<file path="config.mk">
export PLATFORM = sky130hd
export DESIGN_NAME = ocro_div
export DESIGN_NICKNAME = d
export VERILOG_FILES = /design/src/rtl/core/ocro_pkg.sv /design/src/rtl/core/ocro_div.sv
export SDC_FILE = /design/constraint.sdc
export NUM_CORES = 2
export LEC_CHECK = 0
export BUFFER_PORTS_ARGS = -buffer_cell sky130_fd_sc_hd__clkbuf_2
export CORE_MARGIN = 4
export CORE_UTILIZATION = 50
export CTS_CLUSTER_SIZE = 8
export DETAILED_ROUTE_END_ITERATION = 16
export PLACE_DENSITY_LB_ADDON = 0.25
export SYNTH_ARGS = -nofsm -noshare
export SYNTH_HDL_FRONTEND = slang
export SYNTH_SLANG_ARGS = --single-unit
</file>
<file path="constraint.sdc">
create_clock -name clk_i -period 15.7 [get_ports clk_i]
set_clock_uncertainty 0.2 [all_clocks]
set_input_delay 0.785 -clock clk_i [delete_from_list [all_inputs] [get_ports clk_i]]
set_output_delay 0.785 -clock clk_i [all_outputs]
set_load 0.02 [all_outputs]
</file>
<file path="src/rtl/core/ocro_pkg.sv">
// Package for the octree child ray order core.
// Holds widths, register codes and the request, result and pipeline types.
// Used by every other file of the block; depends on nothing.
package ocro_pkg;

  localparam int NumAxes   = 3;
  localparam int CoordW    = 32;
  localparam int FracW     = 16;
  localparam int NumW      = CoordW + 1 + FracW;
  localparam int ProdW     = 2 * CoordW;
  localparam int PointW    = ProdW - FracW + 1;
  localparam int DivBits   = 4;
  localparam int DivStages = CoordW / DivBits;
  localparam int RemW      = CoordW + 1;
  localparam int MaxHits   = 4;
  localparam int HitIdxW   = 2;
  localparam int CountW    = 3;
  localparam int ChildW    = 3;
  localparam int AddrW     = 5;
  localparam int RegIdxW   = 3;
  localparam int DataW     = 32;

  localparam logic [RegIdxW-1:0] REG_ORIGIN_X = 3'd0;
  localparam logic [RegIdxW-1:0] REG_ORIGIN_Y = 3'd1;
  localparam logic [RegIdxW-1:0] REG_ORIGIN_Z = 3'd2;
  localparam logic [RegIdxW-1:0] REG_DIR_X    = 3'd3;
  localparam logic [RegIdxW-1:0] REG_DIR_Y    = 3'd4;
  localparam logic [RegIdxW-1:0] REG_DIR_Z    = 3'd5;

  typedef logic signed [CoordW-1:0] fix_t;

  localparam fix_t DirXReset = 32'sh0001_0000;
  localparam fix_t FixMax    = 32'sh7fff_ffff;
  localparam fix_t FixMin    = 32'sh8000_0000;

  typedef struct packed {
    fix_t box_min_x;
    fix_t box_min_y;
    fix_t box_min_z;
    fix_t box_max_x;
    fix_t box_max_y;
    fix_t box_max_z;
    fix_t t_entry;
  } req_t;

  typedef struct packed {
    logic [CountW-1:0] hit_count;
    logic [ChildW-1:0] child0;
    logic [ChildW-1:0] child1;
    logic [ChildW-1:0] child2;
    logic [ChildW-1:0] child3;
    fix_t              t0;
    fix_t              t1;
    fix_t              t2;
    fix_t              t3;
  } res_t;

  typedef struct packed {
    fix_t [NumAxes-1:0] origin;
    fix_t [NumAxes-1:0] dir;
  } cfg_t;

  typedef struct packed {
    fix_t [NumAxes-1:0] bmin;
    fix_t [NumAxes-1:0] bmax;
    fix_t               t_in;
    logic [NumAxes-1:0] entry;
  } box_t;

  typedef struct packed {
    box_t               box;
    logic [NumAxes-1:0] neg;
    logic [NumAxes-1:0] dzero;
    logic [NumAxes-1:0] ovf;
  } side_t;

endpackage

</file>
<file path="src/rtl/core/ocro_div.sv">
// Pipelined restoring divider for one axis crossing distance.
// Retires four quotient bits per stage; depends on ocro_pkg.
module ocro_div (
  input  logic                        clk_i,
  input  logic                        en_i,
  input  logic [ocro_pkg::NumW-1:0]   num_i,
  input  logic [ocro_pkg::CoordW-1:0] den_i,
  output logic [ocro_pkg::CoordW-1:0] quo_o
);
  import ocro_pkg::*;

  logic [RemW-1:0]   rem_q [DivStages];
  logic [CoordW-1:0] low_q [DivStages];
  logic [CoordW-1:0] quo_q [DivStages];
  logic [CoordW-1:0] den_q [DivStages];

  for (genvar s = 0; s < DivStages; s++) begin : g_st
    logic [RemW-1:0]   r_in;
    logic [CoordW-1:0] n_in;
    logic [CoordW-1:0] q_in;
    logic [CoordW-1:0] dv;
    logic [RemW-1:0]   r;
    logic [CoordW-1:0] n;
    logic [CoordW-1:0] q;

    if (s == 0) begin : g_first
      assign r_in = RemW'(num_i[NumW-1:CoordW]);
      assign n_in = num_i[CoordW-1:0];
      assign q_in = '0;
      assign dv   = den_i;
    end else begin : g_next
      assign r_in = rem_q[s-1];
      assign n_in = low_q[s-1];
      assign q_in = quo_q[s-1];
      assign dv   = den_q[s-1];
    end

    always_comb begin
      r = r_in;
      n = n_in;
      q = q_in;
      for (int b = 0; b < DivBits; b++) begin
        r = {r[RemW-2:0], n[CoordW-1]};
        n = {n[CoordW-2:0], 1'b0};
        if (r >= {1'b0, dv}) begin
          r = r - {1'b0, dv};
          q = {q[CoordW-2:0], 1'b1};
        end else begin
          q = {q[CoordW-2:0], 1'b0};
        end
      end
    end

    always_ff @(posedge clk_i) begin
      if (en_i) begin
        rem_q[s] <= r;
        low_q[s] <= n;
        quo_q[s] <= q;
        den_q[s] <= dv;
      end
    end
  end

  assign quo_o = quo_q[DivStages-1];

endmodule

</file>
**Word-level counts from Yosys, hierarchy flattened**

Memories as Yosys holds them, arrays and structs flattened.
Index checks and enable logic that the tools add are counted.

- Register bits: 0
- RAM bits: 1000
- Bits of input ports: 83
- Output and inout port bits: 32
- Logic and storage cells: 134
- Memories: 4

Memory list:

| name | depth | width | rd ports | clocked after Yosys merged registers in | write ports | RTL line | source |
|---|---|---|---|---|---|---|---|
| rem_q | 8 | 33 | 7 | 0 | 8 | ocro_div.sv:12 | `logic [RemW-1:0] rem_q [DivStages];` |
| den_q | 8 | 32 | 7 | 0 | 8 | ocro_div.sv:15 | `logic [CoordW-1:0] den_q [DivStages];` |
| quo_q | 8 | 32 | 8 | 0 | 8 | ocro_div.sv:14 | `logic [CoordW-1:0] quo_q [DivStages];` |
| low_q | 8 | 28 | 7 | 0 | 8 | ocro_div.sv:13 | `logic [CoordW-1:0] low_q [DivStages];` |

- Add/sub/neg operators: 32
- Order comparisons: 32
- Mux-type cells: 66

Operators with widths:

| kind | count |
|---|---|
| 33-bit by 32-bit greater-or-equal comparator with 1-bit output | 31 |
| 32-bit two-way mux | 24 |
| 32-bit subtractor | 23 |
| 33-bit two-way mux | 8 |
| 33-bit by 32-bit subtractor with 33-bit output | 8 |
| 1-bit two-way mux | 34 |
| 18-bit by 32-bit greater-or-equal comparator with 1-bit output | 1 |
| 18-bit by 32-bit subtractor with 32-bit output | 1 |

**Depth between registers and ports, before layout**

An unclocked memory read counts as a cell.

- Depth in word-level cells: 9
- Mapped depth: 63
- Gate-level depth less buffers: 58

**Worst setup path before layout**

No wires, ideal clock.

- Path type: register to register
- From: memory den_q[4][1]
- To: memory rem_q[5][30] (netlist bit), data pin
- Library setup time: 260 ps
- Arrival time: 12253 ps
- Data required time: 15240 ps
- Path slack: 2987 ps
- Stages on the path, launching flop included: 58
- Buffers on the path: 5
- Period minus slack after synthesis: 12713 ps
- Path through: edfxtp_1 -> inv_1 -> ha_1 -> nor2b_1 -> o31ai_1 -> a311oi_1 -> nor4b_1 -> nor3_1 -> o21ai_1 -> and2_1 -> inv_1 -> clkbuf_1 -> clkbuf_1 -> o21ai_0 -> inv_1 -> ha_1 -> nor2b_1 -> o21ai_0 -> [22 not listed] -> buf_2 -> buf_2 -> nor2_1 -> a21oi_1 -> fa_1 -> a21o_1 -> a21oi_1 -> o21a_1 -> o31ai_1 -> and3_1 -> o41ai_1 -> o211ai_1 -> a31oi_1 -> o21ai_0 -> a221o_1 -> o31ai_1 -> xnor2_1 -> mux2_2

RTL lines:

| what | RTL line |
|---|---|
| start: declaration | ocro_div.sv:15 |
| end: declaration | ocro_div.sv:12 |

==> results_dict.tcl <==
set metrics [dict create \
    cts_sinks 704 \
    h-tree-depth 3 \
    grt_pass1_vias 69064 \
    die_area_sq_mm 0.170 \
    outcome "complete, no violations" \
    synth.distinct_cells 110 \
    synth-seq-area-share_pct 25.9 \
    vias 73143 \
    cts_buffers 103 \
    syn_nets 10490 \
    syn2layout_area_growth_pct 7.91 \
    die_y_um 412 \
    worst_path_most_repeated_cell "a21oi_1" \
    worstMarginPinSlew_ns 1.24 \
    clk_pin_slew_ns 0.05 \
    fmax_mhz 67.5 \
    antenna_found_initial 1 \
    relSlewSlack_pct 17.6 \
    cp-start-kind "flip-flop" \
    grt_start_max_net_pins 171 \
    maxCapViolations 0 \
    rsz0062_at_grt "false" \
    worstPathRequired_ns 15.97 \
    place_hpwl_um 213000 \
    drt-total-wl_um 264000 \
    portBuffers 114 \
    finalSetupViolCount 0 \
    ys_seq_elements 704 \
    slew_viol_final 0 \
    grt_remaining_overflow 0 \
    grt_pass1_wl_um 400000 \
    grt_usage_pct 30.0 \
    syn_inst 9366 \
    hold_viol 0 \
    gp_congestion 0.995 \
    crit_type "reg -> reg" \
    drt_first_pass_iters 8 \
    crit_path_top_delay_cell "edfxtp_1" \
    final.setup.tns_ns 0 \
    drive_gt1_share_pct 9.26 \
    yosys_warnings 0 \
    cts_buffer_depth 3 \
    max_stage_delay_ns 0.55 \
    cts_root_buf "clkbuf_16" \
    worstSkewPairLatency_ns 0.76 \
    nets 10621 \
    synth_area_per_cell_sq_um 8.72 \
    hp-class "in -> reg" \
    cts_tree "yes" \
    io_pins 115 \
    fin_crit_ns 14.81 \
    avgRoutedWirePerCell_um 22.5 \
    cp_max_fo 35 \
    drt_iter0_markers 6592 \
    ant_nets 0 \
    cp-end-kind "flip-flop" \
    synthArstFlopShare_pct 0 \
    die_w_um 412 \
    drc 0 \
    fin_crit_sh_pct 94.3 \
    fp-row-count 148 \
    start_util_pct 50.2 \
    synth_area_sq_mm 0.0816 \
    vias_per_cell 6.25 \
    synth-edff-count 704 \
    synthFlopType "edfxtp_1" \
    worst_ep_arrival_time_ns 15.08 \
    core_area_sq_mm 0.163 \
]
-- cell usage in the layout, fill, tap and decap left out, drive strengths merged, types with 65 or more instances in the layout --
cell type,count
nor2b,129
nor2,652
and2,69
nand4,129
edfxtp,704
nand3,198
o21a,145
nor3,156
and3,108
xor2,272
o21ai,620
ha,1010
o21bai,139
mux2,426
inv,631
a21o,475
clkbuf,226
a31oi,87
xnor2,540
nand2,678
o31ai,65
a221o,69
nand2b,155
a21oi,889
buf,87
-- timing repair --
action	CTS	global route
hold endpoints to repair	31	0
setup buffers	0	2
endpoints found under the setup margin	0	65
gates resized for setup	0	3
hold buffers	31	0
-- cell type report --
cell class                      instances  area, sq um
Inverter                              630         2370
Tap cell                             2175         2720
Timing Repair Buffer                  231         1600
Sequential cell                       704        21100
Multi-Input combinational cell       7827        57400
Antenna cell                            1         2.50
Fill cell                           15177        74500
Clock buffer                          113         2620
Clock inverter                         19          272
-- Yosys cell counts, drive strengths merged, types with 20 or more instances --
| cell type | instances | share of area (%) |
|---|---|---|
| a2111oi | 21 | 0.25 |
| a211o | 29 | 0.31 |
| a211oi | 60 | 0.57 |
| a21boi | 47 | 0.44 |
| a21o | 475 | 4.4 |
| a21oi | 889 | 5.5 |
| a221o | 69 | 0.85 |
| a221oi | 24 | 0.26 |
| a22oi | 23 | 0.22 |
| a31o | 29 | 0.31 |
| a31oi | 87 | 0.67 |
| and2 | 69 | 0.53 |
| and3 | 108 | 0.83 |
| and4 | 28 | 0.30 |
| buf | 81 | 0.50 |
| clkbuf | 125 | 0.58 |
| edfxtp | 704 | 26 |
| fa | 31 | 0.76 |
| ha | 1010 | 15 |
| inv | 628 | 2.9 |
| mux2 | 426 | 5.9 |
| mux2i | 60 | 0.75 |
| nand2 | 678 | 3.1 |
| nand2b | 155 | 1.2 |
| nand3 | 198 | 1.2 |
| nand4 | 129 | 0.99 |
| nor2 | 652 | 3.0 |
| nor2b | 129 | 0.99 |
| nor3 | 156 | 0.99 |
| nor4 | 36 | 0.30 |
| o211ai | 60 | 0.55 |
| o21a | 145 | 1.3 |
| o21ai | 620 | 3.8 |
| o21bai | 139 | 1.3 |
| o221ai | 39 | 0.42 |
| o31a | 20 | 0.21 |
| o31ai | 65 | 0.61 |
| or2 | 37 | 0.28 |
| or3 | 49 | 0.38 |
| xnor2 | 540 | 5.8 |
| xor2 | 272 | 2.9 |
-- flip-flops by register name, summed over array words and instances, names as in the netlist --
| signal | cells |
|---|---|
| quo_q | 144 |
| rem_q | 224 |
| low_q | 112 |
| den_q | 224 |
-- metal layers --
layer,wire [um],track usage [%],vias to the layer above
met5,0,0,-
met4,16000,15.8,0
met3,15300,3.13,630
met2,121000,49.9,2597
met1,111000,38.4,34751
li1,-,-,35165
-- worst paths after layout --
path	from	endpoint	slack (ns)	cells after the start
setup reg to reg	den_q[3][8]	rem_q[4][8]	0.89	57
hold / removal	den_i[2]	den_q[0][2]	0.06	1
setup / recovery	den_q[3][8]	rem_q[4][8]	0.89	57
hold reg to reg	low_q[0][3]	low_q[1][7]	0.21	0
-- cells by family (layout without fill, tap and decap cells) --
logic type / Yosys count / count (layout) / share of synthesized area [%]
compound gates: 3007 / 3008 / 23.9
simple gates: 2480 / 2480 / 14.7
fa+ha+maj: 1041 / 1041 / 16.2
buf+inv: 836 / 993 / 3.98
xor+xnor: 812 / 812 / 8.71
flops: 704 / 704 / 25.9
mux: 486 / 486 / 6.63
other cells: 0 / 1 / 0
-- per-stage QoR --
step                hold WS [ns]  cells  instance area (sq um)  setup slack, ns  utilization (%)
floorplan                  0.200   9366                  81600             2.99                -
global placement           0.201  11533                  84900            0.746             52.2
detailed placement         0.205  11533                  84900            0.735             52.2
CTS                      0.00827  11696                  88100            0.669             54.2
global route              0.0238  11699                  88100         0.000858             54.2
finish                    0.0634  11700                  88100            0.893             54.2
-- critical path: cells and delay by family (launching register included) --
kind                     cells  cell delay [ns]
flip-flops                   1             0.55
multiplexers                 2             0.80
AO/OA/AOI/OAI               28             6.63
buffers and inverters        8             1.87
adder cells (fa/ha/maj)      4             1.45
AND/OR/NAND/NOR             15             2.93
Power is not shown: default switching activity piles up to over one toggle a cycle in this logic, so the estimate is an artifact.
