===== src/rtl/core/ocro_pkg.sv =====
// Package for the octree child ray order core.
// Holds widths, register codes and the request, result and pipeline types.
// Used by every other file of the block; depends on nothing.
package ocro_pkg;

  localparam int NumAxes   = 3;
  localparam int CoordW    = 32;
  localparam int FracW     = 16;
  localparam int NumW      = CoordW + 1 + FracW;
  localparam int ProdW     = 2 * CoordW;
  localparam int PointW    = ProdW - FracW + 1;
  localparam int DivBits   = 4;
  localparam int DivStages = CoordW / DivBits;
  localparam int RemW      = CoordW + 1;
  localparam int MaxHits   = 4;
  localparam int HitIdxW   = 2;
  localparam int CountW    = 3;
  localparam int ChildW    = 3;
  localparam int AddrW     = 5;
  localparam int RegIdxW   = 3;
  localparam int DataW     = 32;

  localparam logic [RegIdxW-1:0] REG_ORIGIN_X = 3'd0;
  localparam logic [RegIdxW-1:0] REG_ORIGIN_Y = 3'd1;
  localparam logic [RegIdxW-1:0] REG_ORIGIN_Z = 3'd2;
  localparam logic [RegIdxW-1:0] REG_DIR_X    = 3'd3;
  localparam logic [RegIdxW-1:0] REG_DIR_Y    = 3'd4;
  localparam logic [RegIdxW-1:0] REG_DIR_Z    = 3'd5;

  typedef logic signed [CoordW-1:0] fix_t;

  localparam fix_t DirXReset = 32'sh0001_0000;
  localparam fix_t FixMax    = 32'sh7fff_ffff;
  localparam fix_t FixMin    = 32'sh8000_0000;

  typedef struct packed {
    fix_t box_min_x;
    fix_t box_min_y;
    fix_t box_min_z;
    fix_t box_max_x;
    fix_t box_max_y;
    fix_t box_max_z;
    fix_t t_entry;
  } req_t;

  typedef struct packed {
    logic [CountW-1:0] hit_count;
    logic [ChildW-1:0] child0;
    logic [ChildW-1:0] child1;
    logic [ChildW-1:0] child2;
    logic [ChildW-1:0] child3;
    fix_t              t0;
    fix_t              t1;
    fix_t              t2;
    fix_t              t3;
  } res_t;

  typedef struct packed {
    fix_t [NumAxes-1:0] origin;
    fix_t [NumAxes-1:0] dir;
  } cfg_t;

  typedef struct packed {
    fix_t [NumAxes-1:0] bmin;
    fix_t [NumAxes-1:0] bmax;
    fix_t               t_in;
    logic [NumAxes-1:0] entry;
  } box_t;

  typedef struct packed {
    box_t               box;
    logic [NumAxes-1:0] neg;
    logic [NumAxes-1:0] dzero;
    logic [NumAxes-1:0] ovf;
  } side_t;

endpackage


===== src/rtl/core/ocro_cfg.sv =====
// APB register file holding the ray origin and direction.
// Depends on ocro_pkg.
module ocro_cfg (
  input  logic                       clk_i,
  input  logic                       rst_ni,
  input  logic                       psel,
  input  logic                       penable,
  input  logic                       pwrite,
  input  logic [ocro_pkg::AddrW-1:0] paddr,
  input  logic [ocro_pkg::DataW-1:0] pwdata,
  output logic [ocro_pkg::DataW-1:0] prdata,
  output logic                       pready,
  output ocro_pkg::cfg_t             cfg_o
);
  import ocro_pkg::*;

  fix_t [NumAxes-1:0] origin_q;
  fix_t [NumAxes-1:0] dir_q;
  logic [RegIdxW-1:0] idx;

  assign idx    = paddr[AddrW-1:2];
  assign pready = 1'b1;

  always_ff @(posedge clk_i or negedge rst_ni) begin
    if (!rst_ni) begin
      origin_q <= '0;
      dir_q    <= {fix_t'(0), fix_t'(0), DirXReset};
    end else if (psel && penable && pwrite) begin
      unique case (idx)
        REG_ORIGIN_X: origin_q[0] <= pwdata;
        REG_ORIGIN_Y: origin_q[1] <= pwdata;
        REG_ORIGIN_Z: origin_q[2] <= pwdata;
        REG_DIR_X:    dir_q[0] <= pwdata;
        REG_DIR_Y:    dir_q[1] <= pwdata;
        REG_DIR_Z:    dir_q[2] <= pwdata;
        default: ;
      endcase
    end
  end

  always_comb begin
    unique case (idx)
      REG_ORIGIN_X: prdata = origin_q[0];
      REG_ORIGIN_Y: prdata = origin_q[1];
      REG_ORIGIN_Z: prdata = origin_q[2];
      REG_DIR_X:    prdata = dir_q[0];
      REG_DIR_Y:    prdata = dir_q[1];
      REG_DIR_Z:    prdata = dir_q[2];
      default:      prdata = '0;
    endcase
  end

  assign cfg_o.origin = origin_q;
  assign cfg_o.dir    = dir_q;

endmodule


===== config.mk =====
export PLATFORM = sky130hd
export DESIGN_NAME = ocro_cfg
export DESIGN_NICKNAME = d
export VERILOG_FILES = /design/src/rtl/core/ocro_pkg.sv /design/src/rtl/core/ocro_cfg.sv
export SDC_FILE = /design/constraint.sdc
export NUM_CORES = 1
export LEC_CHECK = 0
export BUFFER_PORTS_ARGS = -buffer_cell sky130_fd_sc_hd__buf_2
export CORE_ASPECT_RATIO = 0.6
export CORE_MARGIN = 8
export CORE_UTILIZATION = 58
export CTS_BUF_LIST = sky130_fd_sc_hd__clkbuf_2
export DETAILED_ROUTE_END_ITERATION = 8
export PLACE_DENSITY = 0.92
export SKIP_CTS_REPAIR_TIMING = 1
export SYNTH_ARGS = -nofsm -noshare
export SYNTH_HDL_FRONTEND = slang
export SYNTH_SLANG_ARGS = --single-unit

===== constraint.sdc =====
create_clock -name clk_i -period 4.5 [get_ports clk_i]
set_clock_uncertainty 0.05 [all_clocks]
set_input_delay 0.9 -clock clk_i [delete_from_list [all_inputs] [get_ports clk_i]]
set_output_delay 0.9 -clock clk_i [all_outputs]
set_load 0.02 [all_outputs]

==> After elaboration in Yosys (flattened, before gate mapping) <==
Cells that the tools add are included.
{ "totals": {"reg_bits": 192, "mem_bits_ro": 0, "wordCells": 21, "inputBits": 42, "memories": 0, "latchBits": 0, "out_inout_bits": 225, "mem_bits_rw": 0} }
{ "classes": {"n_lt_le_gt_ge": 0, "muxes": 1, "add_sub_neg": 0, "multipliers": 0, "n_bitwise": 0, "div_mod_pow": 0, "eq_ne": 5, "shifts": 0, "n_reduce_logical": 9} }
{ "ops": {"columns": ["cell", "count"], "rows": [
  ["32-bit one-hot mux with 6 select lines", 1],
  ["2-bit AND reduction", 6],
  ["3-bit by 2-bit == test with 1-bit output, second input constant", 2],
  ["3-bit == test, second input constant", 2],
  ["3-bit by 1-bit == test with 1-bit output, second input constant", 1],
  ["3-bit zero test", 1],
  ["1-bit logical AND", 2]
]} }

==> Logic depth before layout (Yosys ltp) <==
{ "logic_depth": {"ltp_word": 3, "ltp_mapped": 6, "mapped_depth_nobuf": 3} }

==> Worst setup path before layout <==
OpenSTA, ideal clock, no wires.
{ "synth_timing": {"kind": "input port to output port", "from": "input port paddr[2] (netlist name)", "to": "output port prdata[0] (netlist name)", "path_slack_ns": 1.563, "cell_stages": 5, "arrival_ns": 1.987, "required_time_ns": 3.550, "path_buffers": 3, "cell_sequence": "buf_6 > buf_2 > clkbuf_1 > a221oi_1 > a31oi_1"} }
{ "synth_via": {"elab_chain_cells": 2, "word_cells_on_any_way": 7, "classes_between": "eq/ne (5); mux (1); reduce/logical (1)"} }
{ "synth_rtl": {"columns": ["element", "line", "source"], "rows": [
  ["start, declared", "ocro_cfg.sv:9", "input logic [ocro_pkg::AddrW-1:0] paddr,"],
  ["3-bit == test (tied with other cells)", "ocro_cfg.sv:42", "unique case (idx)"],
  ["32-bit one-hot mux with 6 select lines *", "ocro_cfg.sv:42", null],
  ["end, declared", "ocro_cfg.sv:11", "output logic [ocro_pkg::DataW-1:0] prdata,"]
]} }
Mark *: on every way between the ends. The rest lies on a longest branch, timed or not.

==> Final worst setup path <==
{ "layout_timing": {"from": "input port paddr[4] (netlist name)", "to": "output port prdata[17] (netlist name)"} }
Same word-level chain as after synthesis.

==> impl.org <==
** Clock network
- The tree is rooted in a sky130_fd_sc_hd__clkbuf_2.
- Clock sinks :: 192
- Clock tree buffer depth :: 2
- TritonCTS clock tree :: done
- Max H-tree Level :: 4
- Clock slew at reported path FFs :: about 0.33 ns
- Clock tree synthesis inserted a total of 17 buffers.
- The later pin in the worst-skew pair is clocked with a latency of just under 0.7 ns.

** Critical path
- Type of element launching the critical path :: input port
- In this run the critical register-to-register path is launched from cfg_o[118]$_DFFE_PN0P_.
- Data on the critical path arrives at its endpoint at 2.77 ns.
- The setup path with the least slack is of type input port to primary output.
- The critical path starts at paddr[4].
- STA puts the critical path data required time at 3.55 ns.
- Counting cells, the worst reg-to-reg path comes to 1.
- The endpoint identified for the worst register-to-register timing path is cfg_o[118]$_DFFE_PN0P_.
- In this run the register-to-register setup slack is approximately 3.6 ns.
- Maximum fanout count along the critical path :: 28
- Critical Path Sink Type :: primary output
- In this run the worst setup path terminates at prdata[17].

** Global routing
- The number of antenna violations at the first check in global routing was 0.
- First-pass GRT wire length :: around 39 mm
- Entering global routing, the biggest net connects 99 pins.
- Via count of the first global-routing pass :: approximately 6900
- For this run, the total global-route usage over all layers was measured as about 25%.
- The total overflow left after global routing is 0.

** Timing
- Setup violations remaining at the end of the flow were counted as 0.
- Number of pins with negative max-slew slack in the final report :: 0
- The final number of hold-violating endpoints is 0.
- The worst pin sits at a relative slew slack of around 43%.
- Setup slack closes at 0.779 ns.
- Final period util :: between 80% and 90%
- Counting I/O delays and the setup requirement, the final critical path takes ~3.7 ns.
- For the pin with the worst max-slew slack, the measured transition is about 0.85 ns.
- Total Negative Setup Slacks :: 0 ns
- Timing-limited maximum frequency :: about 270 MHz
- RSZ-0062 raised after global routing :: no

** Logic synthesis
- Unique cell type count in the Yosys netlist :: 29
- Summing every instance area after synthesis gives around 0.0089 mm^2.
- Of all flip-flops after synthesis, the portion carrying an async set or reset was 100%.
- Top cell type by total area after synthesis :: sky130_fd_sc_hd__dfrtp_1
- Compound-Gate Fraction of Synth Area :: between 5 and 6%
- Summing the areas of all and, or, nand and nor instances in the mapped netlist gives between 4 and 5% of the synthesized area.
- In this run the biggest area consumer among cell types represents between 50% and 60% of the synthesized area.
- Seq cells post-synth :: roughly 190
- Among all flip-flop cells after synthesis, the most frequent one is sky130_fd_sc_hd__dfrtp_1.
- By area the synthesized netlist is led by sky130_fd_sc_hd__dfrtp_1 54%, sky130_fd_sc_hd__mux2_2 29%, sky130_fd_sc_hd__mux2i_1 3.3%.
- Largest family of logic cells by synthesized area :: multiplexers
- The number of nets handed over by synthesis was 672.
- After synthesis, flip-flops and latches occupy a little over half of the total area.
- Yosys printed 0 warnings.
- Post-synth EDFFs :: 0
- Dividing the synthesized area by the synthesized cell count gives 14.2 um^2.
- Summing the areas of all xor and xnor instances in the mapped netlist gives 0% of the synthesized area.
- Synthesized instance count :: 630
- Mux share of post-synthesis cell area :: between 30 and 40%
- Arithmetic-cell share of the synthesized area counting full adders, half adders and majority gates :: 0%

** Pwr
- Leakage power figure :: ~5.3 nW
- Total design power :: between 4 and 5 mW
- Pwr Density :: 448 mW/mm^2
- VDD sags by at most about 0.22 mV.

** Placement
- In this run the tool buffered the top-level ports with roughly 260 buffer cells.
- Detailed placement ended at an HPWL of approximately 18 mm.
- Timing analysis after detailed placement gives a worst setup slack of between 0.7 and 0.8 ns.
- Including well taps, the total number of placed cells is roughly 1100.
- Once placement finished, the instance area stood at approximately 0.010 mm^2.
- Routability cong. :: 0.793

** Die
- Starting density of the core :: between 50% and 60%
- Die Area :: 0.0197 mm^2
- roughly 270 I/O pins were placed.
- In this run the vertical extent of the chip is approximately 110 um.
- The die is 176 um wide.
- Core area :: 0.0152 mm^2
- Number of placement rows :: 35

** Routing
- Number of iterations in the first detailed-routing pass :: 4
- Dividing the detail-routed via count by the number of cells gives 5.96.
- For this block, the via count after detailed routing is 6536.
- The detailed router finished its first iteration with 665 violations.
- Post-detailed-route DRC marker count :: 0
- The count of nets left with antenna violations once routing finished came out at 0.
- Wire length after detailed routing :: approximately 25 mm
- Per-cell routed wire length :: between 20 and 25 um

** Layout
- Leaving out filler cells and counting taps, the final layout contains ~1100.
- The repair_antennas step left the layout with diodes totalling 0.
- The register with the most flip-flops in the layout has around 190 of them.
- Layout cells sized above 1 :: between 60% and 70%
- The area growth from synthesis to layout is 18.8%.
- The finished cells cover around 0.011 mm^2.
- Number of nets in the layout :: 923
- Most common library cell in the layout ignoring fill and taps :: sky130_fd_sc_hd__buf_2
- In the layout the commonest cells are 261 x sky130_fd_sc_hd__buf_2, 226 x sky130_fd_sc_hd__mux2_2, 191 x sky130_fd_sc_hd__dfrtp_1.

** Outcome
- Run status :: complete, no violations

** Min path
- The worst hold path belongs to the class input port to async pin.

** Run
- Across the run, the number of max-cap violations was 0.
-- stage by stage --
stage / utilization, % / hold WS [ns]
global placement: 68.3 / 0.441
global route: 69.8 / 0.0919
finish: 69.8 / 0.130
floorplan: - / 0.554
CTS: 69.8 / 0.0952
detailed placement: 68.3 / 0.448
-- how the worst min path moves through the flow --
stage	start	to	slack, ns
2_1_floorplan	rst_ni	cfg_o[0]$_DFFE_PN0P_	0.55
3_3_place_gp	cfg_o[94]$_DFFE_PN0P_	cfg_o[94]$_DFFE_PN0P_	0.44
6_report	rst_ni	cfg_o[117]$_DFFE_PN0P_	0.13
5_1_grt	rst_ni	cfg_o[117]$_DFFE_PN0P_	0.09
4_1_cts	rst_ni	cfg_o[21]$_DFFE_PN0P_	0.1
3_5_place_dp	cfg_o[82]$_DFFE_PN0P_	cfg_o[82]$_DFFE_PN0P_	0.45
-- layer usage --
metal / track usage [%] / vias up / share of wire, %
met5: 0 / - / 0
li1: - / 2831 / -
met1: 32.3 / 3393 / 42
met4: 7.48 / 0 / 0.91
met3: 8.78 / 19 / 10
met2: 40.2 / 293 / 47
-- final cells by class --
type	count	area (um^2)
clock inverter	13	126
multi-input combinational	390	3780
sequential	192	4810
clock buffer	19	95.1
tap	203	254
inverter	1	3.75
fill	1121	4590
timing repair buffer	279	1550
-- worst max-delay path: stages --
cell and delay (ns):
sky130_fd_sc_hd__buf_2 0.27, sky130_fd_sc_hd__clkinv_1 0.58, sky130_fd_sc_hd__buf_12 0.39, sky130_fd_sc_hd__a221oi_1 0.28, sky130_fd_sc_hd__a31oi_1 0.10, sky130_fd_sc_hd__buf_2 0.23
-- logic make-up (layout without fill, tap and decap cells) --
logic type	after synthesis	count (layout)
flops	192	192
simple gates	66	66
compound gates	60	60
other cells	1	1
buf+inv	48	312
mux	263	263
-- report_power, final --
part           leakage [nW]  switching, mW  total, mW  internal [mW]
clock                 0.142          0.633      0.811          0.179
sequential             2.45          0.282       2.34           2.06
combinational          2.75          0.947       1.60          0.654
-- cells in the mapped netlist (4+ instances only) --
master	instances
sky130_fd_sc_hd__buf_4	16
sky130_fd_sc_hd__nand2_1	39
sky130_fd_sc_hd__nor2_4	4
sky130_fd_sc_hd__buf_6	13
sky130_fd_sc_hd__mux2_2	226
sky130_fd_sc_hd__o221ai_1	10
sky130_fd_sc_hd__a21oi_1	6
sky130_fd_sc_hd__dfrtp_1	191
sky130_fd_sc_hd__a221oi_1	20
sky130_fd_sc_hd__mux2_1	8
sky130_fd_sc_hd__a31oi_1	19
sky130_fd_sc_hd__buf_2	11
sky130_fd_sc_hd__or3_1	7
sky130_fd_sc_hd__clkbuf_1	7
sky130_fd_sc_hd__mux2i_1	29
(Power assumes the default switching activity.)
